===== src/rtl/barycentric_coordinates_3d_macros.svh =====
// Assertion macros for the barycentric weight block.
`ifndef BARYCENTRIC_COORDINATES_3D_MACROS_SVH
`define BARYCENTRIC_COORDINATES_3D_MACROS_SVH
`ifndef ASSERT_OFF
`define BC3_ASSERT(lbl, clk, rst, prop) \
  lbl: assert property (@(posedge clk) disable iff (rst) prop) else $error("bc3 check failed");
`define BC3_ASSERT_ALWAYS(lbl, clk, prop) \
  lbl: assert property (@(posedge clk) prop) else $error("bc3 check failed");
`else
`define BC3_ASSERT(lbl, clk, rst, prop)
`define BC3_ASSERT_ALWAYS(lbl, clk, prop)
`endif
`endif


===== src/rtl/bc3_pkg.sv =====
`default_nettype none
package bc3_pkg;
  localparam int COORD_BITS     = 24;
  localparam int WFRAC_DEFAULT  = 24;
  // difference width and wrapped cross-term width
  localparam int DW = COORD_BITS + 1;
  localparam int NW = (2 * DW + 1 > 64) ? 64 : 2 * DW + 1;

  localparam logic [1:0] AXIS_X = 2'd0;
  localparam logic [1:0] AXIS_Y = 2'd1;
  localparam logic [1:0] AXIS_Z = 2'd2;

  typedef struct packed {
    logic signed [COORD_BITS-1:0] point_x;
    logic signed [COORD_BITS-1:0] point_y;
    logic signed [COORD_BITS-1:0] point_z;
    logic signed [COORD_BITS-1:0] corner_a_x;
    logic signed [COORD_BITS-1:0] corner_a_y;
    logic signed [COORD_BITS-1:0] corner_a_z;
    logic signed [COORD_BITS-1:0] corner_b_x;
    logic signed [COORD_BITS-1:0] corner_b_y;
    logic signed [COORD_BITS-1:0] corner_b_z;
    logic signed [COORD_BITS-1:0] corner_c_x;
    logic signed [COORD_BITS-1:0] corner_c_y;
    logic signed [COORD_BITS-1:0] corner_c_z;
  } in_word_t;

  typedef struct packed {
    logic signed [31:0] weight_a;
    logic signed [31:0] weight_b;
    logic signed [31:0] weight_c;
    logic               ok;
  } out_word_t;

  // numerators, denominator and threshold verdict between front and back
  typedef struct packed {
    logic signed [NW-1:0] nb;
    logic signed [NW-1:0] nc;
    logic signed [NW-1:0] den;
    logic                 ok;
  } mid_word_t;

  function automatic logic [NW-1:0] mag_nw(input logic signed [NW-1:0] v);
    return v[NW-1] ? (~v + NW'(1)) : v;
  endfunction
endpackage
`default_nettype wire


===== src/rtl/bc3_fifo2.sv =====
`default_nettype none
module bc3_fifo2 import bc3_pkg::*; (
  input  logic      clk,
  input  logic      rst,
  input  mid_word_t wdata,
  input  logic      wr,
  output logic      full,
  output mid_word_t rdata,
  input  logic      rd,
  output logic      empty
);
  mid_word_t  mem [2];
  logic       wp, rp;
  logic [1:0] count;

  assign full  = count == 2'd2;
  assign empty = count == 2'd0;
  assign rdata = mem[rp];

  always_ff @(posedge clk) begin
    if (rst) begin
      wp <= 1'b0; rp <= 1'b0; count <= '0;
    end else begin
      if (wr && !full) wp <= ~wp;
      if (rd && !empty) rp <= ~rp;
      count <= count + 2'((wr && !full) ? 1 : 0) - 2'((rd && !empty) ? 1 : 0);
    end
  end

  always_ff @(posedge clk) begin
    if (wr && !full) mem[wp] <= wdata;
  end
endmodule
`default_nettype wire


===== config.mk =====
export PLATFORM = sky130hd
export DESIGN_NAME = bc3_fifo2
export DESIGN_NICKNAME = d
export VERILOG_FILES = /design/src/rtl/barycentric_coordinates_3d_macros.svh /design/src/rtl/bc3_pkg.sv /design/src/rtl/bc3_fifo2.sv
export SDC_FILE = /design/constraint.sdc
export NUM_CORES = 1
export LEC_CHECK = 0
export BUFFER_PORTS_ARGS = -buffer_cell sky130_fd_sc_hd__clkbuf_2
export CAP_MARGIN = 20
export CORE_UTILIZATION = 50
export DETAILED_ROUTE_END_ITERATION = 8
export HOLD_SLACK_MARGIN = 0.05
export PLACE_DENSITY = 0.86
export SETUP_SLACK_MARGIN = 0.5
export SLEW_MARGIN = 5
export SYNTH_ARGS = -nofsm -noshare
export SYNTH_HDL_FRONTEND = slang
export SYNTH_SLANG_ARGS = --single-unit

===== constraint.sdc =====
create_clock -name clk -period 7.25 [get_ports clk]
set_input_delay 1.0875 -clock clk [delete_from_list [all_inputs] [get_ports clk]]
set_output_delay 1.0875 -clock clk [all_outputs]
set_load 0.05 [all_outputs]

Yosys cells after proc, flatten, opt, wreduce, memory -nomap -nowiden
Memories as Yosys holds them, arrays and structs flattened. A register that Yosys moved wholly into a read port is not among the register bits. Cells that the tools add are included. W data, S select, Z words.

Add/sub/neg operators: 2. Equality and inequality tests: 1. Multiplexer cells: 6. Bitwise operators: 2. Reductions and logical operators: 5.

Operators by type and width (count): $mux W1 (6); $add A2 B1 Y2 (1); $eq A2 B2 Y1 const B (1); $logic_and A1 B1 Y1 (2); $logic_not A1 Y1 (2); $logic_not A2 Y1 (1); $not A1 Y1 (2); $sub A2 B1 Y2 (1).

Register bits after elaboration: 4. Bits in writable memories: 308. Input port bits: 158. Output and inout bits: 156. Memories kept: 1.

Memories: mem (words 2, bits a word 154, rd ports 1, clocked after memory_dff 1, write ports 1, RTL line bc3_fifo2.sv:12) `mid_word_t mem [2];`.

Logic depth before layout (Yosys ltp)
Gate-level depths: netlist of the first run.

Depth in word-level cells: 6. Mapped depth: 8. Depth with buffers taken out: 8.

Worst setup path after synthesis of the first run
OpenSTA, ideal clock, no wires.

Path kind: input-to-reg. From: input wr. To: memory mem[1][0] (netlist name), enable pin. Setup time: 0.533 ns. Arrival: 4.670 ns. Data required time: 6.717 ns. Path slack: 2.047 ns. Stages: 1. Path through: and3_1.

Word-level cells in the longest chain between the ends: 3.

RTL lines: start: declaration (RTL line bc3_fifo2.sv:6) `input logic wr,`; $logic_and A1 B1 Y1 (RTL line bc3_fifo2.sv:31) `if (wr && !full) mem[wp] <= wdata;`; $mux W1 (RTL line bc3_fifo2.sv:31); $mux W1 (implied by the code) (RTL line bc3_fifo2.sv:31); end: declaration (RTL line bc3_fifo2.sv:12).

Every way passes these cells.

==> results.md, run 1 <==
* Top cells by area, synth: edfxtp_1, mux2_2, mux2_4, dfxtp_1, buf_6
* Clock buffer count from CTS at 31
* Post-CTS Setup Bufs at 0
* Hold Violations, Final at 0
* Post-route minimum period at slightly above 4000 ps
* VDD IR max at roughly 0.42 mV
* Top cell type's share of synthesized area at 79.9%
* Clk_lat worst skew at between 500 and 600 ps
* Cell taking the most area after synthesis: edfxtp_1
* TritonCTS Sinks at 313
* HP Start: wp
* Hold-fix buffers, CTS at 0
* Setup repair after global routing missed its margin: false
* Fin crit share at 56.3%
* Cell row count at 55
* Initial core utilization at 51.1%
* #FFs+latches synth at 313
* Syn nets at between 600 and 700
* Synthesized area per cell at 22.9 um^2
* Wire length per cell at approximately 19 um
* First-pass GRT wire length at 32,300 um
* Nets@finish at 1,001
* I/O pins at 314
* PostCTS Resize Cnt at 0
* CP arrival at 3000 ps
* Port buffer count at 313
* Setup Viol. Count Final at 0
* DP Worst Slack at 3620 ps
* Sequential share of the synthesized area at 80.8%
* Total die area at between 20,000 and 25,000 um^2
* Vias at 5,858
* Ratio of cells with drive above 1 in the final layout at 60.0%
* GR Overflow Total at 0
* Area grow syn2layout at 23.7%
* Max Clock Skew at 18.6 ps
* Die X at approximately 150 um
* Total leakage power at 5.55 nW
* Distinct cells, synth at 21
* Worst slew pin tran at approximately 940 ps
* Die height at 154 um
* Reg clk slew, reported paths at 60 ps
* Worst setup EP type: output port
* Power Density at about 420 nW/um^2
* CTS tree: done
* Final Max Slew Viols at 0
* Synthesized area at 11,600 um^2
* Drt first pass iters at 4
* Setup crit start kind: flop
* Vias in the first global route at 6,014
* Setup ws final at approximately 3200 ps
* Worst EP required at 6160 ps
* Core ar. at 22,600 um^2
* Tightest Hold Check Type: flop to flop
* Routed wire length at 21,400 um
* GP Congestion at 0.752
* H-tree depth at 1
* Residual DRC count at 0
* CTS Buffer Depth at 3
* Pin count of the biggest net entering global routing at 90
* Post-DRT Antenna Nets at 0
* Total of max-cap violations at 0
* Clock Tree Root: clkbuf_16
* Setup TNS Final at 0 ps
* Vias per std cell at 5.09
* Antenna violations before repair at 3
* Initial DRC count at 305
* Reg-to-reg critical path startpoint: count[0]
* Outcome: completed
* Kind of critical path: flop to output port
* Ys Warns at 0
* Max transition margin at 37.2%
* DP Wirelength at approximately 14,000 um
* Fmax at roughly 240 MHz
* Post-Synthesis Cells at 506
* GRT Util Overall at 17.8%
* Largest fanout on the critical path at 52
worst paths after layout:
kind / to / slack, ps / cells past startpoint
setup / recovery: rdata[19] / 3170 / 4
hold / removal: wp / 510 / 2
setup reg to reg: mem[0][27] / 4350 / 5
hold reg to reg: wp / 510 / 2
cell usage after synthesis (all sizes together):
cell / instances
nand2b: 1
inv: 4
nor2b: 1
dfxtp: 5
or3: 1
nand2: 1
xnor2: 1
and2: 1
mux2: 154
xor2: 1
and3: 1
ha: 2
nor2: 4
o21ai: 1
nor3: 1
edfxtp: 308
o21a: 1
buf: 17
a21oi: 1
critical path, stage by stage (launching register included):
cell      delay [ps]
dfxtp_4          540
buf_4            640
buf_4            540
mux2_2           400
clkbuf_2         240
power breakdown:
part / internal [mW] / switching [mW] / total [mW]
clock: 0.775 / 0.625 / 1.40
combinational: 0.640 / 1.64 / 2.28
sequential: 2.31 / 0.0823 / 2.39
registers in the layout, summed over array words and instances, names as in the netlist, named ones only:
| register | cells |
|---|---|
| count | 2 |
| mem | 308 |
| wp | 1 |
| rp | 1 |
cells in the final DEF (no fill, tap or decap), types with 2 or more instances in the layout:
cell type  netlist  routed
clkbuf_2         0     313
edfxtp_1       308     308
mux2_2          94      94
mux2_4          60      60
clkbuf_16        0      31
clkinv_1         0      12
clkinv_2         0       9
buf_4            0       6
nor2_1           4       4
dfxtp_1          5       4
inv_1            4       3
clkbuf_1         0       3
ha_1             2       2
stage by stage:
stage	std cells	util (%)	total power [mW]	hold slack (ps)	cell area (um^2)
3_3_place_gp	1093	59.3	4.69	480	13400
4_1_cts	1150	63.2	6.13	506	14300
5_1_grt	1150	63.2	6.29	542	14300
2_1_floorplan	506	-	4.31	452	11600
3_5_place_dp	1093	59.3	4.73	499	13400
6_report	1151	63.2	6.07	505	14300
final cells by class:
class | count | area (um^2)
Clock buffer | 34 | 787
Antenna cell | 1 | 2.50
Sequential cell | 313 | 9350
Timing Repair Buffer | 319 | 1610
Multi-Input combinational cell | 172 | 2080
Tap cell | 285 | 357
Fill cell | 1578 | 8320
Clock inverter | 23 | 106
Inverter | 4 | 20.0
cells by family (layout without fill, tap and decap cells):
group / Yosys count / in the layout / synth area share (%)
flip-flops: 313 / 313 / 80.8
multiplexers: 154 / 154 / 16.9
buffers and inverters: 21 / 380 / 1.30
AND/OR/NAND/NOR: 11 / 11 / 0.497
AO/OA/AOI/OAI: 3 / 3 / 0.151
adder cells (fa/ha/maj): 2 / 2 / 0.216
XOR/XNOR: 2 / 2 / 0.151
other: 0 / 1 / 0
routing by layer:
layer	wire length [um]	part of all wire [%]	vias up	track usage [%]
met5	26	0.12	-	0
met4	737	3.4	4	7.19
met3	1520	7.1	56	5.27
met2	10900	51	245	30.5
met1	8230	38	2861	20.9
li1	-	-	2692	-
Note: power is estimated with default switching activity, not from simulation.
==> run 2: changes to the inputs <==
--- a/config.mk
+++ b/config.mk
@@ -5,12 +5,13 @@
 export SDC_FILE = /design/constraint.sdc
 export NUM_CORES = 1
 export LEC_CHECK = 0
+export ABC_AREA = 1
 export BUFFER_PORTS_ARGS = -buffer_cell sky130_fd_sc_hd__clkbuf_2
 export CAP_MARGIN = 20
-export CORE_UTILIZATION = 50
+export CORE_UTILIZATION = 47
 export DETAILED_ROUTE_END_ITERATION = 8
 export HOLD_SLACK_MARGIN = 0.05
-export PLACE_DENSITY = 0.86
+export PLACE_DENSITY = 0.85
 export SETUP_SLACK_MARGIN = 0.5
 export SLEW_MARGIN = 5
 export SYNTH_ARGS = -nofsm -noshare
==> constraint.sdc (replaced) <==
create_clock -name clk -period 3.5 [get_ports clk]
set_input_delay 0.525 -clock clk [delete_from_list [all_inputs] [get_ports clk]]
set_output_delay 0.525 -clock clk [all_outputs]
set_load 0.05 [all_outputs]
==> run 2 against run 1 <==
Clock skew down 12 ps; non-clock buffer count rose by 11; routed wire length is 1.9% higher; total power increased by 100%; sequential power rose by 110%; synthesized area increased by 0.16%; setup slack got worse by 2300 ps; clock-buffer cell count grew 3; via count increased by 0.51%; critical endpoint is now rdata[40].
==> results.md, run 2 <==
* PostCTS Resize Cnt at 0 (unchanged)
* Synthesized area at 11,600 um^2 (about the same)
* Syn nets at 678 (was 666)
* Min-Delay Endpoint: count[0] (was wp)
* Count leader, synth: edfxtp_1 (unchanged)
* Die X at 159 um (was 154 um)
* Fmax at 377 MHz
* Initial core utilization at 47.8% (was 51.1%)
* Vias at 5,888 (was 5,858)
* Buf/Inv on CP at 2 (was 3)
* Final Max Slew Viols at 0 (unchanged)
* Total of max-cap violations at 0 (unchanged)
* Routed wire length at 21,800 um (was 21,400 um)
* Clock Tree Root: clkbuf_16 (unchanged)
* Most flop-heavy register: mem (unchanged)
* DP Wirelength at 14,400 um (was 14,300 um)
* CP delay by family, top: flip-flops (was buffers and inverters)
* Reg clk slew, reported paths at 60 ps (about the same)
* Pin count of the biggest net entering global routing at 80 (was 90)
* Kind of critical path: flop to output port (unchanged)
* Worst slew pin tran at 1100 ps (was 942 ps)
* Reg-to-reg critical path startpoint: count[0] (unchanged)
* Ratio of cells with drive above 1 in the final layout at 60.0% (about the same)
* Hold Violations, Final at 0 (unchanged)
* Total power at 12.4 mW (was 6.07 mW)
* Slowest stage cell, crit path: dfxtp_4 (was buf_4)
* Switching Share at 35.8% (was 38.7%)
* Residual DRC count at 0 (unchanged)
* GR Overflow Total at 0 (unchanged)
* Hold path depth at 2 (unchanged)
* First-pass GRT wire length at 32,500 um (was 32,300 um)
* Power Internal at 7.95 mW (was 3.72 mW)
* Largest fanout on the critical path at 23 (was 52)
* Setup crit start kind: flop (unchanged)
* Setup repair after global routing missed its margin: false (unchanged)
* Tightest Hold Check Type: input pin to flop (was flop to flop)
* Max transition margin at 26.4% (was 37.2%)
* Total leakage power at 5.69 nW (was 5.55 nW)
* GP Congestion at 0.755 (was 0.752)
* Clock buffer count from CTS at 31 (unchanged)
* Initial DRC count at 274 (was 305)
* Worst EP required at 2970 ps (was 6160 ps)
* RR Endpoint: mem[1][0] (was mem[0][27])
* Worst path cell trace: buf_4 -> mux2_2 -> clkbuf_2 (was buf_4 -> buf_4 -> mux2_2 -> clkbuf_2)
* Post-synth EDFFs at 308 (unchanged)
* Post-DRT Antenna Nets at 0 (unchanged)
* Area grow syn2layout at 26.5% (was 23.7%)
* HP Start: rst (was wp)
* CP arrival at 2130 ps (was 3000 ps)
* Ys async rst share at 0% (unchanged)
* NetSw at 4.44 mW (was 2.35 mW)
* Ys Warns at 0 (unchanged)
* Cell row count at 57 (was 55)
* Outcome: completed (unchanged)
* CTS tree: done (unchanged)
* Setup Viol. Count Final at 0 (unchanged)
* Fin crit share at between 70% and 80%
* Post-route minimum period at 2650 ps
* Vias per std cell at 4.88 (was 5.09)
* Sequential share of the synthesized area at 80.6% (was 80.8%)
* Combinational power share at 34.1% (was 37.6%)
* CTS Buffer Depth at 3 (unchanged)
* Worst setup EP type: output port (unchanged)
* Top cell type's share of synthesized area at 79.8% (was 79.9%)
* Drt first pass iters at 4 (unchanged)
* Top cells by area, synth: edfxtp_1, mux2_2, mux2_4, dfxtp_1, buf_6 (unchanged)
* Clock power frac at 26.1% (was 23.1%)
* Core ar. at 24,200 um^2 (was 22,600 um^2)
* Top cells by count, synth: edfxtp_1, mux2_2, mux2_4, inv_1 (was edfxtp_1, mux2_2, mux2_4, buf_2, buf_6)
* Max Clock Skew at 6.44 ps (was 18.6 ps)
* Antenna violations before repair at 2 (was 3)
* Max reg flops at 308 (unchanged)
* H-tree depth at 1 (unchanged)
* Worst Reg-to-Reg Cells at 5 (unchanged)
* I/O pins at 314 (unchanged)
* Largest registers: mem x308, count x2 (unchanged)
* Vias in the first global route at 6,239 (was 6,014)
* Nets@finish at 1,024 (was 1,001)
* Distinct cells, synth at 12 (was 21)
* Wire length per cell at 18.0 um (was 18.6 um)
* #FFs+latches synth at 313 (unchanged)
* Total die area at 25,300 um^2 (was 23,800 um^2)
* Setup TNS Final at 0 ps (unchanged)
* Port buffer count at 313 (unchanged)
* TritonCTS Sinks at 313 (unchanged)
* Cell taking the most area after synthesis: edfxtp_1 (unchanged)
* Clk_lat worst skew at 530 ps (was 540 ps)
* Die height at 159 um (was 154 um)
* Power Density at 845 nW/um^2 (was 424 nW/um^2)
* Post-Synthesis Cells at 518 (was 506)
* Most common cell after layout, fill and taps aside: clkbuf_2 (unchanged)
* Crit path depth at 3 (was 4)
* GRT Util Overall at 16.6% (was 17.8%)
* Part of the power in registers at 39.8% (was 39.4%)
* Primary FF master, synth: edfxtp_1 (unchanged)
* VDD IR max at 0.673 mV (was 0.419 mV)
* Max incr delay on CP at 630 ps (was 640 ps)
* Most frequent cells in the layout: clkbuf_2, edfxtp_1, mux2_2 (unchanged)
* Reg2reg setup slack at 1490 ps (was 4350 ps)
* Synthesized area per cell at 22.4 um^2 (was 22.9 um^2)
[run 2: cell count changes after synthesis, sizes merged, moves of 3 or more]
cell / change
nand3: +3
nand2: +7
inv: +6
nor2: +5
[run 2: area by class of cell]
type | count | area, um^2
Antenna cell | 1 | 2.50
Clock buffer | 37 | 798
Clock inverter | 14 | 191
Fill cell | 1749 | 9580
Inverter | 10 | 41.3
Multi-Input combinational cell | 178 | 2120
Sequential cell | 313 | 9350
Tap cell | 324 | 405
Timing Repair Buffer | 330 | 1760
[run 2: what timing repair did]
action                                  CTS  global route
buffers inserted                          0             1
hold buffers                              0             0
endpoints found under the setup margin    0             8
[run 2: per-layer routing]
layer / track usage (%) / up-vias / part of all wire (%)
met4: 5.24 / 0 / 2.4
met5: 0 / - / 0
met2: 30.6 / 243 / 52
met1: 18.7 / 2868 / 38
met3: 4.43 / 43 / 7.6
li1: - / 2734 / -
[run 2: kinds of logic after synthesis]
kind of cell    Yosys count  synth area share (%)
mux                     154                  16.9
simple gates             20                 0.680
buf+inv                  27                  1.49
fa+ha+maj                 2                 0.216
compound gates            2                0.0863
flops                   313                  80.6
[run 2: power by group through the flow]
stage | combinational (mW) | clock, mW | sequential [mW]
after global placement | 4.15 | 0 | 5.01
after floorplan | 3.38 | 0 | 4.96
after detailed placement | 4.20 | 0 | 5.04
after CTS | 4.21 | 3.31 | 4.97
after global routing | 4.40 | 3.44 | 4.98
final | 4.23 | 3.23 | 4.93
[run 2: worst max path at each step]
stage | start | endpoint | slack [ps]
after floorplan | wr | mem[0][0] | 230
after global placement | flop | rdata[50] | 1190
after detailed placement | flop | rdata[40] | 1130
after CTS | flop | rdata[40] | 530
after global routing | flop | rdata[40] | 740
final | flop | rdata[40] | 850
[run 2: worst reg2reg max path, delay by kind of cell, from the launching register on]
family                 cells  cell delay (ps)
and+or+nand+nor            2              220
buffers and inverters      3              920
DFF                        1              360
[run 2: through the flow]
step / cells / setup WS, ps / hold WS, ps / utilization (%) / instance area (um^2)
CTS: 1205 / 529 / 139 / 60.4 / 14600
global route: 1207 / 741 / 142 / 60.5 / 14700
floorplan: 518 / 231 / 467 / - / 11600
finish: 1207 / 850 / 170 / 60.5 / 14700
detailed placement: 1154 / 1130 / 491 / 56.3 / 13700
global placement: 1154 / 1190 / 482 / 56.3 / 13700
